File: src/rtl/pdh_pkg.sv
package pdh_pkg;

    localparam int CUTOFF_W = 50;
    localparam int WIDTH_W  = 24;
    localparam int CNT_W    = 32;
    localparam int IDX_W    = 8;
    localparam int CFG_IDX_W = 2;

    localparam int DEF_PAIR_BINS    = 256;
    localparam int DEF_DENSITY_BINS = 256;
    localparam int DEF_COORD_BITS   = 24;

    localparam logic [WIDTH_W-1:0] WIDTH_RESET = 24'd4096;
    localparam logic [CNT_W-1:0]   CNT_MAX     = 32'hFFFF_FFFF;

    typedef enum logic [CFG_IDX_W-1:0] {
        CFG_CUTOFF_SQ     = 2'd0,
        CFG_PAIR_WIDTH    = 2'd1,
        CFG_DENSITY_WIDTH = 2'd2,
        CFG_DENSITY_EN    = 2'd3
    } cfg_idx_t;

    typedef enum logic [1:0] {
        FUNC_PAIR      = 2'd0,
        FUNC_DENSITY   = 2'd1,
        FUNC_READ_PAIR = 2'd2,
        FUNC_READ_DENS = 2'd3
    } func_t;

endpackage

File: src/rtl/pdh_div.sv
module pdh_div #(
    parameter int NW = pdh_pkg::DEF_COORD_BITS + 2
) (
    input  logic                        clk,
    input  logic                        rst_n,
    input  logic                        start,
    input  logic [NW-1:0]               dividend,
    input  logic [pdh_pkg::WIDTH_W-1:0] divisor,
    output logic                        done,
    output logic [NW-1:0]               quot
);

    localparam int DW = pdh_pkg::WIDTH_W;
    localparam int CW = $clog2(NW + 1);

    logic [NW-1:0] q_reg;
    logic [DW-1:0] d_reg;
    logic [DW:0]   rem_reg;
    logic [CW-1:0] cnt_reg;
    logic          busy_reg;
    logic          done_reg;
    logic [DW:0]   rem_sh;

    // restoring division, one quotient bit per cycle
    assign rem_sh = {rem_reg[DW-1:0], q_reg[NW-1]};

    always_ff @(posedge clk or negedge rst_n)
    begin
        if (!rst_n)
        begin
            busy_reg <= 1'b0;
            done_reg <= 1'b0;
            cnt_reg  <= '0;
        end
        else
        begin
            done_reg <= 1'b0;
            if (start)
            begin
                busy_reg <= 1'b1;
                cnt_reg  <= CW'(NW - 1);
            end
            else if (busy_reg)
            begin
                if (cnt_reg == '0)
                begin
                    busy_reg <= 1'b0;
                    done_reg <= 1'b1;
                end
                else
                begin
                    cnt_reg <= cnt_reg - 1'b1;
                end
            end
        end
    end

    always_ff @(posedge clk)
    begin
        if (start)
        begin
            q_reg   <= dividend;
            d_reg   <= divisor;
            rem_reg <= '0;
        end
        else if (busy_reg)
        begin
            if (rem_sh >= {1'b0, d_reg})
            begin
                rem_reg <= rem_sh - {1'b0, d_reg};
                q_reg   <= {q_reg[NW-2:0], 1'b1};
            end
            else
            begin
                rem_reg <= rem_sh;
                q_reg   <= {q_reg[NW-2:0], 1'b0};
            end
        end
    end

    assign done = done_reg;
    assign quot = q_reg;

endmodule

File: config.mk
export PLATFORM = sky130hd
export DESIGN_NAME = pdh_div
export DESIGN_NICKNAME = d
export VERILOG_FILES = /design/src/rtl/pdh_pkg.sv /design/src/rtl/pdh_div.sv
export SDC_FILE = /design/constraint.sdc
export NUM_CORES = 1
export LEC_CHECK = 0
export ABC_AREA = 1
export BUFFER_PORTS_ARGS = -buffer_cell sky130_fd_sc_hd__buf_2
export CAP_MARGIN = 20
export CELL_PAD_IN_SITES_DETAIL_PLACEMENT = 1
export CELL_PAD_IN_SITES_GLOBAL_PLACEMENT = 2
export CORE_MARGIN = 2
export CORE_UTILIZATION = 32
export DETAILED_ROUTE_END_ITERATION = 6
export GPL_TIMING_DRIVEN = 0
export PLACE_DENSITY_LB_ADDON = 0.3
export SYNTH_ARGS = -nofsm -noshare
export SYNTH_HDL_FRONTEND = slang
export SYNTH_SLANG_ARGS = --single-unit
File: constraint.sdc
create_clock -name clk -period 2.1 [get_ports clk]
set_input_delay 0.105 -clock clk [delete_from_list [all_inputs] [get_ports clk]]
set_output_delay 0.105 -clock clk [all_outputs]
set_load 0.01 [all_outputs]
[After elaboration in Yosys (flattened, before gate mapping)]
Cells that the tools add are included.
Widths: inputs -> output; s select.
Operators by class
  reductions and logical operators: 3
  mux-type cells: 13
  eq/ne operators: 1
  $lt $le $gt $ge: 1
  add/subtract/negate cells: 2
Operators by type and width (count)
  $mux 26: 2
  $ge 25x24->1: 1
  $mux 24: 1
  $sub 24x24->24: 1
  $mux 5: 3
  $mux 1: 7
  $logic_not 5->1: 1
  $sub 5x1->5 const B: 1
  $ne 2x2->1 const B: 1
  $reduce_and 2->1: 1
  $reduce_bool 2->1: 1
Storage, ports and cells
  register bits after elaboration: 81
  bits of input ports: 53
  word-level logic and storage cells: 26

[Depth between registers and ports, before layout]
  depth after elaboration: 4
  depth in mapped cells: 14

[Worst setup path after synthesis]
No wires, ideal clock.
  path kind: register -> register
  from: register q_reg[25] (netlist: quot[25])
  to: register rem_reg[8]
  clock period less this slack: 1.977 ns
  slack: 0.123 ns
  cell stages (with the launch flop): 11
  path buffers: 0
  data arrival time: 1.811 ns
  library setup time: 0.165 ns
  data required time: 1.935 ns
  cell sequence: edfxtp_1 inv_1 ha_1 fa_1 nor2_1 nor2_1 o21bai_1 xnor2_1 nand2_1 nand3_1 o21ai_1
Between the ends
  cells in the longest elaborated chain, start to end: 2
  elaborated cells between the ends (all ways): 3
  classes of those cells: add/sub: 1; order compare: 1; mux: 1
RTL lines
  from (decl): RTL line pdh_div.sv:16  | logic [NW-1:0] q_reg;
  from (signal assigned): RTL line pdh_div.sv:62  | q_reg <= dividend;
  from (signal assigned): RTL line pdh_div.sv:71  | q_reg <= {q_reg[NW-2:0], 1'b1};
  from (signal assigned): RTL line pdh_div.sv:76  | q_reg <= {q_reg[NW-2:0], 1'b0};
  $sub 24x24->24 / $ge 25x24->1 (equally long branches): RTL line pdh_div.sv:70, pdh_div.sv:68
  $mux 24 (*): RTL line pdh_div.sv:68  | if (rem_sh >= {1'b0, d_reg})
  to (signal assigned): RTL line pdh_div.sv:70  | rem_reg <= rem_sh - {1'b0, d_reg};
  to (signal assigned): RTL line pdh_div.sv:75  | rem_reg <= rem_sh;
  to (decl): RTL line pdh_div.sv:18  | logic [DW:0] rem_reg;
Every way passes the cells marked *; elsewhere a longest branch is shown, timed or not.
A chain may end at the register's enable or synchronous reset.

[Worst setup path after layout]
  from: register d_reg[22]
  to: register q_reg[0] (netlist: quot[0]) (data pin)
Between the ends
  cells in the longest elaborated chain, start to end: 4
RTL lines
  from (decl): RTL line pdh_div.sv:17  | logic [DW-1:0] d_reg;
  from (signal assigned): RTL line pdh_div.sv:63  | d_reg <= divisor;
  $ge 25x24->1: RTL line pdh_div.sv:68
  $mux 1: RTL line pdh_div.sv:68
  $mux 26: RTL line pdh_div.sv:66  | else if (busy_reg)
  $mux 26: RTL line pdh_div.sv:60  | if (start)
No other way between the ends. The select of a mux whose other input is x is not followed.

==> results.txt <==
Synth Instances: 720
CP Capture Type: flop
Top post-synthesis cells by area: edfxtp_1, nand2_1, dfxtp_1
Nature of the critical path startpoint: flop
Drt wl/cell: 16.08 microns
Commonest non-fill, non-tap cell in the layout: nand2_1
Worst rel slew slack: 43.85%
Leak pwr: 3.669 nW
CTS tree: yes
Largest register FFs: 26
WP data arrival: 2.19 ns
Most frequent cells in the layout: nand2_1, inv_1, buf_2, edfxtp_1, nand2_2
Synth top area share: 28.92%
Chip height: 131.4 microns
H-tree Lvls: 3
Post-route ant nets: 0
Gr ovfl total: 0
Largest family of logic cells by synthesized area: simple AND/OR/NAND/NOR gates
Global-route wire length before repair: 28.16 mm
Status: complete, no violations
IO Pins: 80
Die W: 131.4 microns
Fin. Hold Viols: 0
Synth area leader: edfxtp_1
Placed insts: 1015
N_diodes: 0
DRC: 0
All-Layer GR Usage: 20.37%
Worst Skew: 0.007286 ns
Post-Route Utilization: 46.98%
Vias/cell: 4.783
Starting DRC count in detailed routing: 150
Fraction of layout cells with a size suffix above 1: 33.14%
Non-filler instance count after layout: 1079
Peak Freq: 479.1 MHz
R2R setup slack: 0.01 ns
Vias in the first global route: 5615
Layout Nets: 938
Seq cells post-synth: 81
Min Tclk post-route: 2.087 ns
Syn nets: 800
Post-synthesis mux area share: 0%
Initial Util: 32.69%
Clk Latency, worst-skew pair: 0.35 ns
Pin count of the biggest net entering global routing: 36
Clk buf depth: 2
Drt total wl: 17.35 mm
Finished Cell Area: 7463 sq um
Layout Area Growth over Synthesis: 43.73%
Fillers: 2008
Mean post-synth cell area: 7.212 sq um
Syn. warnings: 0
Clk slew on worst S/H paths: 0.07 ns
Final slew viol count: 0
FP Rows: 46
Peak supply drop: 484.2 uV
Antenna violations before repair: 0
TritonCTS buffer count: 9
Part of the Yosys area used for sequential elements: 41.54%
WS Path Type: flop to flop
Worst-Margin Slew: 0.8423 ns
Final TNS setup: 0 ns
Vias: 5161
Post-Synth Simple-Gate Area: 34.46%
CP required: 2.20 ns
1st-pass router iterations: 4
Synth cell types: 36
Mapped cell area: 5192 sq um
Pwr/cell area: 1149 nW/um^2
Hold crit path type: input port to flop
Max Fanout on Critical Path: 6
Global placer's final weighted congestion: 0.8292
RSZ-0062 raised after global routing: true
Xor and xnor area share after synthesis: 1.855%
Clock root cell: clkbuf_16
Die footprint: 17260 sq um
Post-Synth Adder-Cell Area: 6.651%
Clk sink count: 81
Core footprint: 15890 sq um
DP HPWL: 12.19 mm
Port Buffers: 79
Post-synthesis compound-gate area fraction: 3.711%
Period Utilization, post-route: 99.38%
Max-Cap Viols: 0
# setup viols final: 0
Post-DP Area: 5859 sq um
power breakdown:
| group | switching, mW | leakage [nW] | total [mW] | internal, mW |
|---|---|---|---|---|
| sequential | 0.235 | 0.799 | 2.21 | 1.98 |
| clock | 0.703 | 0.158 | 1.76 | 1.06 |
| combinational | 2.65 | 2.71 | 4.61 | 1.95 |
| total | 3.59 | 3.67 | 8.58 | 4.98 |
synth_stat cells, drive strengths merged:
library cell / count
a21o: 1
a21oi: 14
and2: 1
buf: 9
clkbuf: 9
clkinv: 3
dfrtp: 7
dfxtp: 24
edfxtp: 50
fa: 1
ha: 26
inv: 135
nand2: 278
nand3: 57
nand3b: 2
nand4: 33
nor2: 35
nor3: 4
o21ai: 15
o21bai: 2
o22ai: 1
o31ai: 1
or2: 1
xnor2: 9
xor2: 2
cell type report:
| type | instances | area, sq um | share of cell area [%] |
|---|---|---|---|
| Multi-Input combinational cell | 483 | 3188 | 42.72 |
| Sequential cell | 81 | 2157 | 28.90 |
| Timing Repair Buffer | 128 | 879.6 | 11.79 |
| Inverter | 138 | 519.2 | 6.957 |
| Tap cell | 216 | 270.3 | 3.621 |
| Clock buffer | 9 | 225.2 | 3.018 |
| Buffer | 17 | 122.6 | 1.643 |
| Clock inverter | 7 | 101.3 | 1.358 |
metal layers:
metal | vias up | global-route usage (%) | share of wire (%)
li1 | 2547 | - | -
met1 | 2492 | 25.38 | 44
met2 | 96 | 34.94 | 49
met3 | 26 | 4.591 | 4.4
met4 | 0 | 6.703 | 2.3
met5 | - | 0 | 0
stage by stage:
step	setup WS (ns)	power, mW	hold WS [ns]
3_5_place_dp	-0.2928	5.205	-0.05151
6_report	0.01295	8.577	0.02629
3_3_place_gp	-0.9206	5.114	-0.05549
5_1_grt	-0.1072	9.169	0.01225
2_1_floorplan	0.1235	4.331	-0.1906
4_1_cts	0.001276	7.924	0.01278
cell families (layout without fill, tap and decap cells):
group	count (synthesis)	in the layout
adder cells (fa/ha/maj)	27	27
AND/OR/NAND/NOR	411	411
buffers and inverters	156	299
AO/OA/AOI/OAI	34	34
XOR/XNOR	11	11
flip-flops	81	81
what timing repair did:
action	in CTS	in global routing
gates cloned	2	1
endpoints found under the hold margin	31	0
endpoints found under the setup margin	25	25
gates resized for setup	82	109
buffers inserted	16	7
hold buffers	25	0
pin swaps	16	41
worst max-delay path, cell delays in order (launching register included):
cell      delay (ns)
edfxtp_1        0.39
inv_2           0.08
ha_4            0.22
a21oi_4         0.18
nor2_2          0.06
nor2_2          0.10
nand2_2         0.08
a21oi_4         0.23
nand3_4         0.21
buf_12          0.20
nand2_4         0.05
nand2_2         0.05
final timing paths:
path	startpoint	cells after the start	to
min in group asynchronous	rst_n	2	busy_reg$_DFF_PN0_
max	d_reg[22]$_DFFE_PP_	11	quot[0]$_DFFE_PP_
min reg2reg	rem_reg[4]$_SDFFE_PP0P_	2	rem_reg[4]$_SDFFE_PP0P_
min	dividend[7]	3	quot[7]$_DFFE_PP_
max reg2reg	d_reg[22]$_DFFE_PP_	11	quot[0]$_DFFE_PP_
max in group asynchronous	rst_n	2	cnt_reg[1]$_DFFE_PN0P_
Power figures use the tool's default switching activity.
