File: src/rtl/pdh_pkg.sv
package pdh_pkg;

    localparam int CUTOFF_W = 50;
    localparam int WIDTH_W  = 24;
    localparam int CNT_W    = 32;
    localparam int IDX_W    = 8;
    localparam int CFG_IDX_W = 2;

    localparam int DEF_PAIR_BINS    = 256;
    localparam int DEF_DENSITY_BINS = 256;
    localparam int DEF_COORD_BITS   = 24;

    localparam logic [WIDTH_W-1:0] WIDTH_RESET = 24'd4096;
    localparam logic [CNT_W-1:0]   CNT_MAX     = 32'hFFFF_FFFF;

    typedef enum logic [CFG_IDX_W-1:0] {
        CFG_CUTOFF_SQ     = 2'd0,
        CFG_PAIR_WIDTH    = 2'd1,
        CFG_DENSITY_WIDTH = 2'd2,
        CFG_DENSITY_EN    = 2'd3
    } cfg_idx_t;

    typedef enum logic [1:0] {
        FUNC_PAIR      = 2'd0,
        FUNC_DENSITY   = 2'd1,
        FUNC_READ_PAIR = 2'd2,
        FUNC_READ_DENS = 2'd3
    } func_t;

endpackage

File: src/rtl/pdh_isqrt.sv
module pdh_isqrt #(
    parameter int RW = pdh_pkg::DEF_COORD_BITS + 2
) (
    input  logic            clk,
    input  logic            rst_n,
    input  logic            start,
    input  logic [2*RW-1:0] operand,
    output logic            done,
    output logic [RW-1:0]   root
);

    localparam int CW = $clog2(RW + 1);

    logic [2*RW-1:0] n_reg;
    logic [RW+2:0]   rem_reg;
    logic [RW-1:0]   root_reg;
    logic [CW-1:0]   cnt_reg;
    logic            busy_reg;
    logic            done_reg;
    logic [RW+2:0]   rem_sh;
    logic [RW+2:0]   trial;

    // one root bit per cycle, two operand bits shifted in
    assign rem_sh = {rem_reg[RW:0], n_reg[2*RW-1 -: 2]};
    assign trial  = {1'b0, root_reg, 2'b01};

    always_ff @(posedge clk or negedge rst_n)
    begin
        if (!rst_n)
        begin
            busy_reg <= 1'b0;
            done_reg <= 1'b0;
            cnt_reg  <= '0;
        end
        else
        begin
            done_reg <= 1'b0;
            if (start)
            begin
                busy_reg <= 1'b1;
                cnt_reg  <= CW'(RW - 1);
            end
            else if (busy_reg)
            begin
                if (cnt_reg == '0)
                begin
                    busy_reg <= 1'b0;
                    done_reg <= 1'b1;
                end
                else
                begin
                    cnt_reg <= cnt_reg - 1'b1;
                end
            end
        end
    end

    always_ff @(posedge clk)
    begin
        if (start)
        begin
            n_reg    <= operand;
            rem_reg  <= '0;
            root_reg <= '0;
        end
        else if (busy_reg)
        begin
            n_reg <= {n_reg[2*RW-3:0], 2'b00};
            if (rem_sh >= trial)
            begin
                rem_reg  <= rem_sh - trial;
                root_reg <= {root_reg[RW-2:0], 1'b1};
            end
            else
            begin
                rem_reg  <= rem_sh;
                root_reg <= {root_reg[RW-2:0], 1'b0};
            end
        end
    end

    assign done = done_reg;
    assign root = root_reg;

endmodule

File: config.mk
export PLATFORM = sky130hd
export DESIGN_NAME = pdh_isqrt
export DESIGN_NICKNAME = d
export VERILOG_FILES = /design/src/rtl/pdh_pkg.sv /design/src/rtl/pdh_isqrt.sv
export SDC_FILE = /design/constraint.sdc
export NUM_CORES = 1
export LEC_CHECK = 0
export BUFFER_PORTS_ARGS = -buffer_cell sky130_fd_sc_hd__buf_2
export CORE_ASPECT_RATIO = 0.75
export CORE_MARGIN = 5
export CORE_UTILIZATION = 45
export CTS_CLUSTER_DIAMETER = 200
export DETAILED_ROUTE_END_ITERATION = 10
export PLACE_DENSITY_LB_ADDON = 0.12
export REMOVE_ABC_BUFFERS = 1
export SETUP_SLACK_MARGIN = 0.2
export SYNTH_ARGS = -nofsm -noshare
export SYNTH_HDL_FRONTEND = slang
export SYNTH_SLANG_ARGS = --single-unit
File: constraint.sdc
create_clock -name clk -period 2.5 [get_ports clk]
set_clock_uncertainty 0.1 [all_clocks]
set_input_delay 0.75 -clock clk [delete_from_list [all_inputs] [get_ports clk]]
set_output_delay 0.75 -clock clk [all_outputs]
set_load 0.05 [all_outputs]
Word-level counts from Yosys, hierarchy flattened:

Index checks and enable logic that the tools add are counted.

* add/subtract/negate cells: 2
* $mul: 0
* divide/modulo/power cells: 0
* magnitude comparators: 1
* equal/unequal tests: 1
* shift-type cells: 0
* mux-type cells: 13
* bitwise operators: 0
* reduce and logical (&&, ||, !) cells: 3

Operator list (count)
* two-way mux 52 bit: 2
* >= comparator 29 x 28 -> 1 bit: 1
* two-way mux 27 bit: 1
* subtractor 27 bit: 1
* two-way mux 5 bit: 3
* two-way mux 1 bit: 7
* logical NOT 5 bit: 1
* subtractor 5 x 1 -> 5 bit (second input constant): 1
* != test 2 bit (second input constant): 1
* AND reduction 2 bit: 1
* nonzero test 2 bit: 1

* register bits: 112
* latch bits: 0
* bits in writable memories: 0
* bits in read-only memories: 0
* bits of input ports: 55
* logic and storage cells: 26
* memories kept: 0

Depth between registers and ports, before layout:

* depth in word-level cells: 4
* gate-level depth with buffers: 12
* gate-level depth less buffers: 10

Worst setup path after synthesis:

No wires, ideal clock.

* path kind: register -> register
* start: register root_reg[6], in the netlist root[6]
* end: register rem_reg[24]
* library setup time: 0.086 ns
* arrival: 2.703 ns
* required time: 2.314 ns
* setup slack: -0.388 ns
* cell stages (with the launch flop): 12
* path buffers: 1
* period minus slack after synthesis: 2.888 ns
* cell sequence: dfxtp_1 > inv_1 > ha_1 > a21oi_2 > o21ai_1 > a221oi_4 > a21oi_4 > a22oi_2 > o211ai_2 > buf_6 > o21a_1 > a211oi_1

* longest elaborated chain between the ends: 2
* elaborated cells between the ends (all ways): 3
* classes of those cells: add/sub (1); order compare (1); mux (1)

Ends and longest elaborated chain
* start: declaration: line pdh_isqrt.sv:16 `logic [RW-1:0] root_reg;`
* start signal: assignment: line pdh_isqrt.sv:72 `root_reg <= {root_reg[RW-2:0], 1'b1};`
* start signal: assignment: line pdh_isqrt.sv:77 `root_reg <= {root_reg[RW-2:0], 1'b0};`
* subtractor 27 bit / >= comparator 29 x 28 -> 1 bit (equally long branches): line pdh_isqrt.sv:71, pdh_isqrt.sv:69
* two-way mux 27 bit *: line pdh_isqrt.sv:69 `if (rem_sh >= trial)`
* end signal: assignment: line pdh_isqrt.sv:71 `rem_reg <= rem_sh - trial;`
* end signal: assignment: line pdh_isqrt.sv:76 `rem_reg <= rem_sh;`
* end: declaration: line pdh_isqrt.sv:15 `logic [RW+2:0] rem_reg;`

Mark *: on every way between the ends. The rest lies on a longest branch, timed or not.
A chain may end at the register's enable or synchronous reset.

Worst setup path after layout:

* start: register root_reg[14], in the netlist root[14]
* end: register rem_reg[20]

The elaborated chain is that of the path after synthesis.

==> flow_summary.ini <==
[status]
outcome = complete, but fails checks
violations = setup timing

[floorplanning]
floorplan.die.height_um = 111.4
core-area_mm2 = 0.01356
initial_core_util_pct = 45.48
io_pins = 82
die_width_um = 145.2
design.die.area_mm2 = 0.01617
std_cell_rows = 37

[synthesis]
synth_enable_flop_cells = 52
dominant_cell_type_by_area_after_synthesis = sky130_fd_sc_hd__edfxtp_1
ys_warn_count = 0
post_synth_inst_count = 579
netlist-cell-type-count = 60
synth-seq-area-share_pct = 45.35
yosys_register_bits = 112
synth_area_per_cell_um2 = 10.65
synth_area_mm2 = 0.006168
synth_flop_cell = sky130_fd_sc_hd__dfxtp_1
most_numerous_cell_in_the_yosys_netlist = sky130_fd_sc_hd__nor2_1
synth_top_area_share_pct = 25.31
yosys-top-cells-area = sky130_fd_sc_hd__edfxtp_1 25%, sky130_fd_sc_hd__dfxtp_1 17%, sky130_fd_sc_hd__mux2_2 9.3%
ys_top_cells_by_count = 65 x sky130_fd_sc_hd__nor2_1, 53 x sky130_fd_sc_hd__dfxtp_1, 52 x sky130_fd_sc_hd__edfxtp_1, 51 x sky130_fd_sc_hd__mux2_2, 47 x sky130_fd_sc_hd__mux2i_1
ys_async_sr_fraction_pct = 6.250

[sta]
max_slew_margin_pct = 71.06
hold_viol_final = 0
final_max_slew_viols = 0
finalCriticalPeriod_ns = 2.569
timing_limited_maximum_frequency_mhz = 389.3
grt_setup_unrepaired = true
period_share_pct = 102.7
worst_margin_pin_slew_ns = 0.4341
final.setup.worst_slack_ns = -0.06867
final.hold.worst_slack_ns = 0.09999
report.final.setup_viol = 19

[drt]
drcViolationCount = 0
wl_per_cell_um = 15.78
wl_um = 15040
firstDrtPassIters = 4
first_iter_violations = 254
route.antenna.remaining_nets = 0
num_vias = 4969
viasPerCell = 5.214

[worst_setup_path]
setup.reg_to_reg.worst_slack_ns = -0.07
setup.worst_path.start = root[14]
path_class = register to register
timing.reg2reg.worst_path_depth = 12
cell_chain_critical_path = inv_1 -> ha_1 -> a21o_1 -> nand2b_4 -> a21oi_2 -> a21oi_4 -> a22oi_2 -> o211ai_4 -> buf_12 -> buf_16 -> or3_1 -> o221ai_1
timing.critical_path.arrival_ns = 2.76
critical_path_slowest_stage_cell = sky130_fd_sc_hd__or3_1
crit_fanout = 13
setup.worst_path.start_class = register
worstSetupEndpoint = rem_reg[20]
worstSetupEndpointType = register
worst_r2r_startpoint = root[14]
worst_r2r_endpoint = rem_reg[20]
cp_slowest_stage_delay_ns = 0.35
worst-endpoint-required_ns = 2.69

[cts]
cts_inserted_buffers = 9
worst_skew_pair.late_latency_ns = 0.37
cts_hold_buffers_added = 0
cts.htree.levels = 3
cts_tree = yes
clock_sink_count = 112
path_clk_slew_ns = 0.08
cts.path.max_buffers = 2
clk_root_buffer_cell = sky130_fd_sc_hd__clkbuf_16

[finish]
post_route_cells_drive_above_1_share_pct = 46.79
nets = 858
fill_cells = 1097
insertedDiodeCount = 0
largest_reg_flops = 52
postLayoutCoreUtil_pct = 63.39
area_growth_pct = 39.39

[global_routing]
grt_overflow_total = 0
maximum_number_of_pins_on_one_net_before_global_route_repair = 51
grt_pass1_vias = 5071
grt_pass1_wl_um = 24700
antenna_found_initial = 0
globalRouteTotalUtil_pct = 18.52

[pwr]
leakage_nw = 3.901
cellPowerDensity_mw_per_mm2 = 1214
worst_ir_drop_vdd_mv = 0.6446

[place]
port_buffers = 81
placement.setup.worst_slack_ns = -0.2094
place_hpwl_um = 10440
gpl.final_weighted_congestion = 0.8717

[hold_path]
hold_class = primary input to asynchronous set/reset pin

[job]
drv_cap = 0
## area by class of cell
type | instances | area (um^2) | area share (%)
Sequential cell | 112 | 2814 | 32.73
Multi-Input combinational cell | 401 | 3613 | 42.03
Inverter | 40 | 150.1 | 1.746
Tap cell | 175 | 219.0 | 2.547
Clock buffer | 9 | 225.2 | 2.619
Clock inverter | 7 | 86.33 | 1.004
Timing Repair Buffer | 209 | 1490 | 17.33
## where the power goes
part / switching [mW] / internal (mW) / leakage, nW / total, mW
clock: 0.787 / 0.732 / 0.154 / 1.52
sequential: 0.188 / 2.21 / 1.07 / 2.40
combinational: 2.98 / 3.54 / 2.68 / 6.52
total: 3.95 / 6.49 / 3.90 / 10.4
## worst max-delay path: cells and delay by family (launching register included)
family                     cells  cell delay, ns
AOI/OAI and AO/OA              6            0.87
and+or+nand+nor                2            0.52
buffers and inverters          3            0.36
DFF                            1            0.33
adders and majority gates      1            0.29
## metal layers
metal / track usage, % / part of all wire [%]
met2: 30.04 / 47
met5: 0 / 0
met3: 4.353 / 4.1
met4: 4.848 / 1.1
met1: 25.13 / 48
## per-stage QoR
stage	instance area [um^2]	power, mW	cells	TNS, ns
finish	8598	10.44	953	-0.6689
global placement	7594	7.158	924	-3.753
CTS	8391	9.891	947	-0.1668
detailed placement	7594	7.233	924	-3.434
floorplan	6052	5.512	553	-92.15
global route	8598	11.05	953	-3.651
## worst min-delay path by stage
stage                startpoint     endpoint  slack [ns]  cells after the start
CTS                       rst_n   cnt_reg[3]        0.09                      1
finish                    rst_n   cnt_reg[3]         0.1                      1
detailed placement  rem_reg[26]  rem_reg[26]        0.39                      2
global route              rst_n   cnt_reg[3]        0.09                      1
floorplan                 rst_n     busy_reg        0.35                      0
global placement    rem_reg[26]  rem_reg[26]        0.37                      2
## logic make-up (layout without fill, tap and decap cells)
family                   Yosys count  count (layout)  synth area share (%)
AO/OA/AOI/OAI                    106             106                 13.00
XOR/XNOR                          28              28                 3.976
adder cells (fa/ha/maj)           30              30                 6.085
buffers and inverters             66             265                 4.321
flip-flops                       112             112                 45.36
multiplexers                      98              98                 16.94
AND/OR/NAND/NOR                  139             139                 10.32
## placed cells by master (no fill, tap or decap), drive strengths merged, types with 3 or more instances in the layout
| cell type | instances |
|---|---|
| nor2 | 65 |
| nand3 | 4 |
| and2 | 7 |
| o21a | 4 |
| nor2b | 3 |
| dfxtp | 53 |
| dfrtp | 7 |
| clkbuf | 9 |
| a21oi | 22 |
| xor2 | 8 |
| nand2b | 9 |
| or3 | 4 |
| edfxtp | 52 |
| nand2 | 25 |
| xnor2 | 20 |
| inv | 46 |
| a211oi | 23 |
| a21o | 14 |
| nor3 | 11 |
| o211ai | 4 |
| and3 | 3 |
| mux2i | 47 |
| ha | 30 |
| mux2 | 51 |
| buf | 209 |
| o21ai | 15 |
| nor4 | 3 |
## repair_timing
action / 4_1_cts / 5_1_grt
resized for setup: 67 / 34
endpoints found under the hold margin: 0 / 0
setup endpoints to repair: 28 / 28
pin swaps: 39 / 23
gates cloned: 2 / 0
setup buffers: 5 / 6
Note: power is estimated with default switching activity, not from simulation.
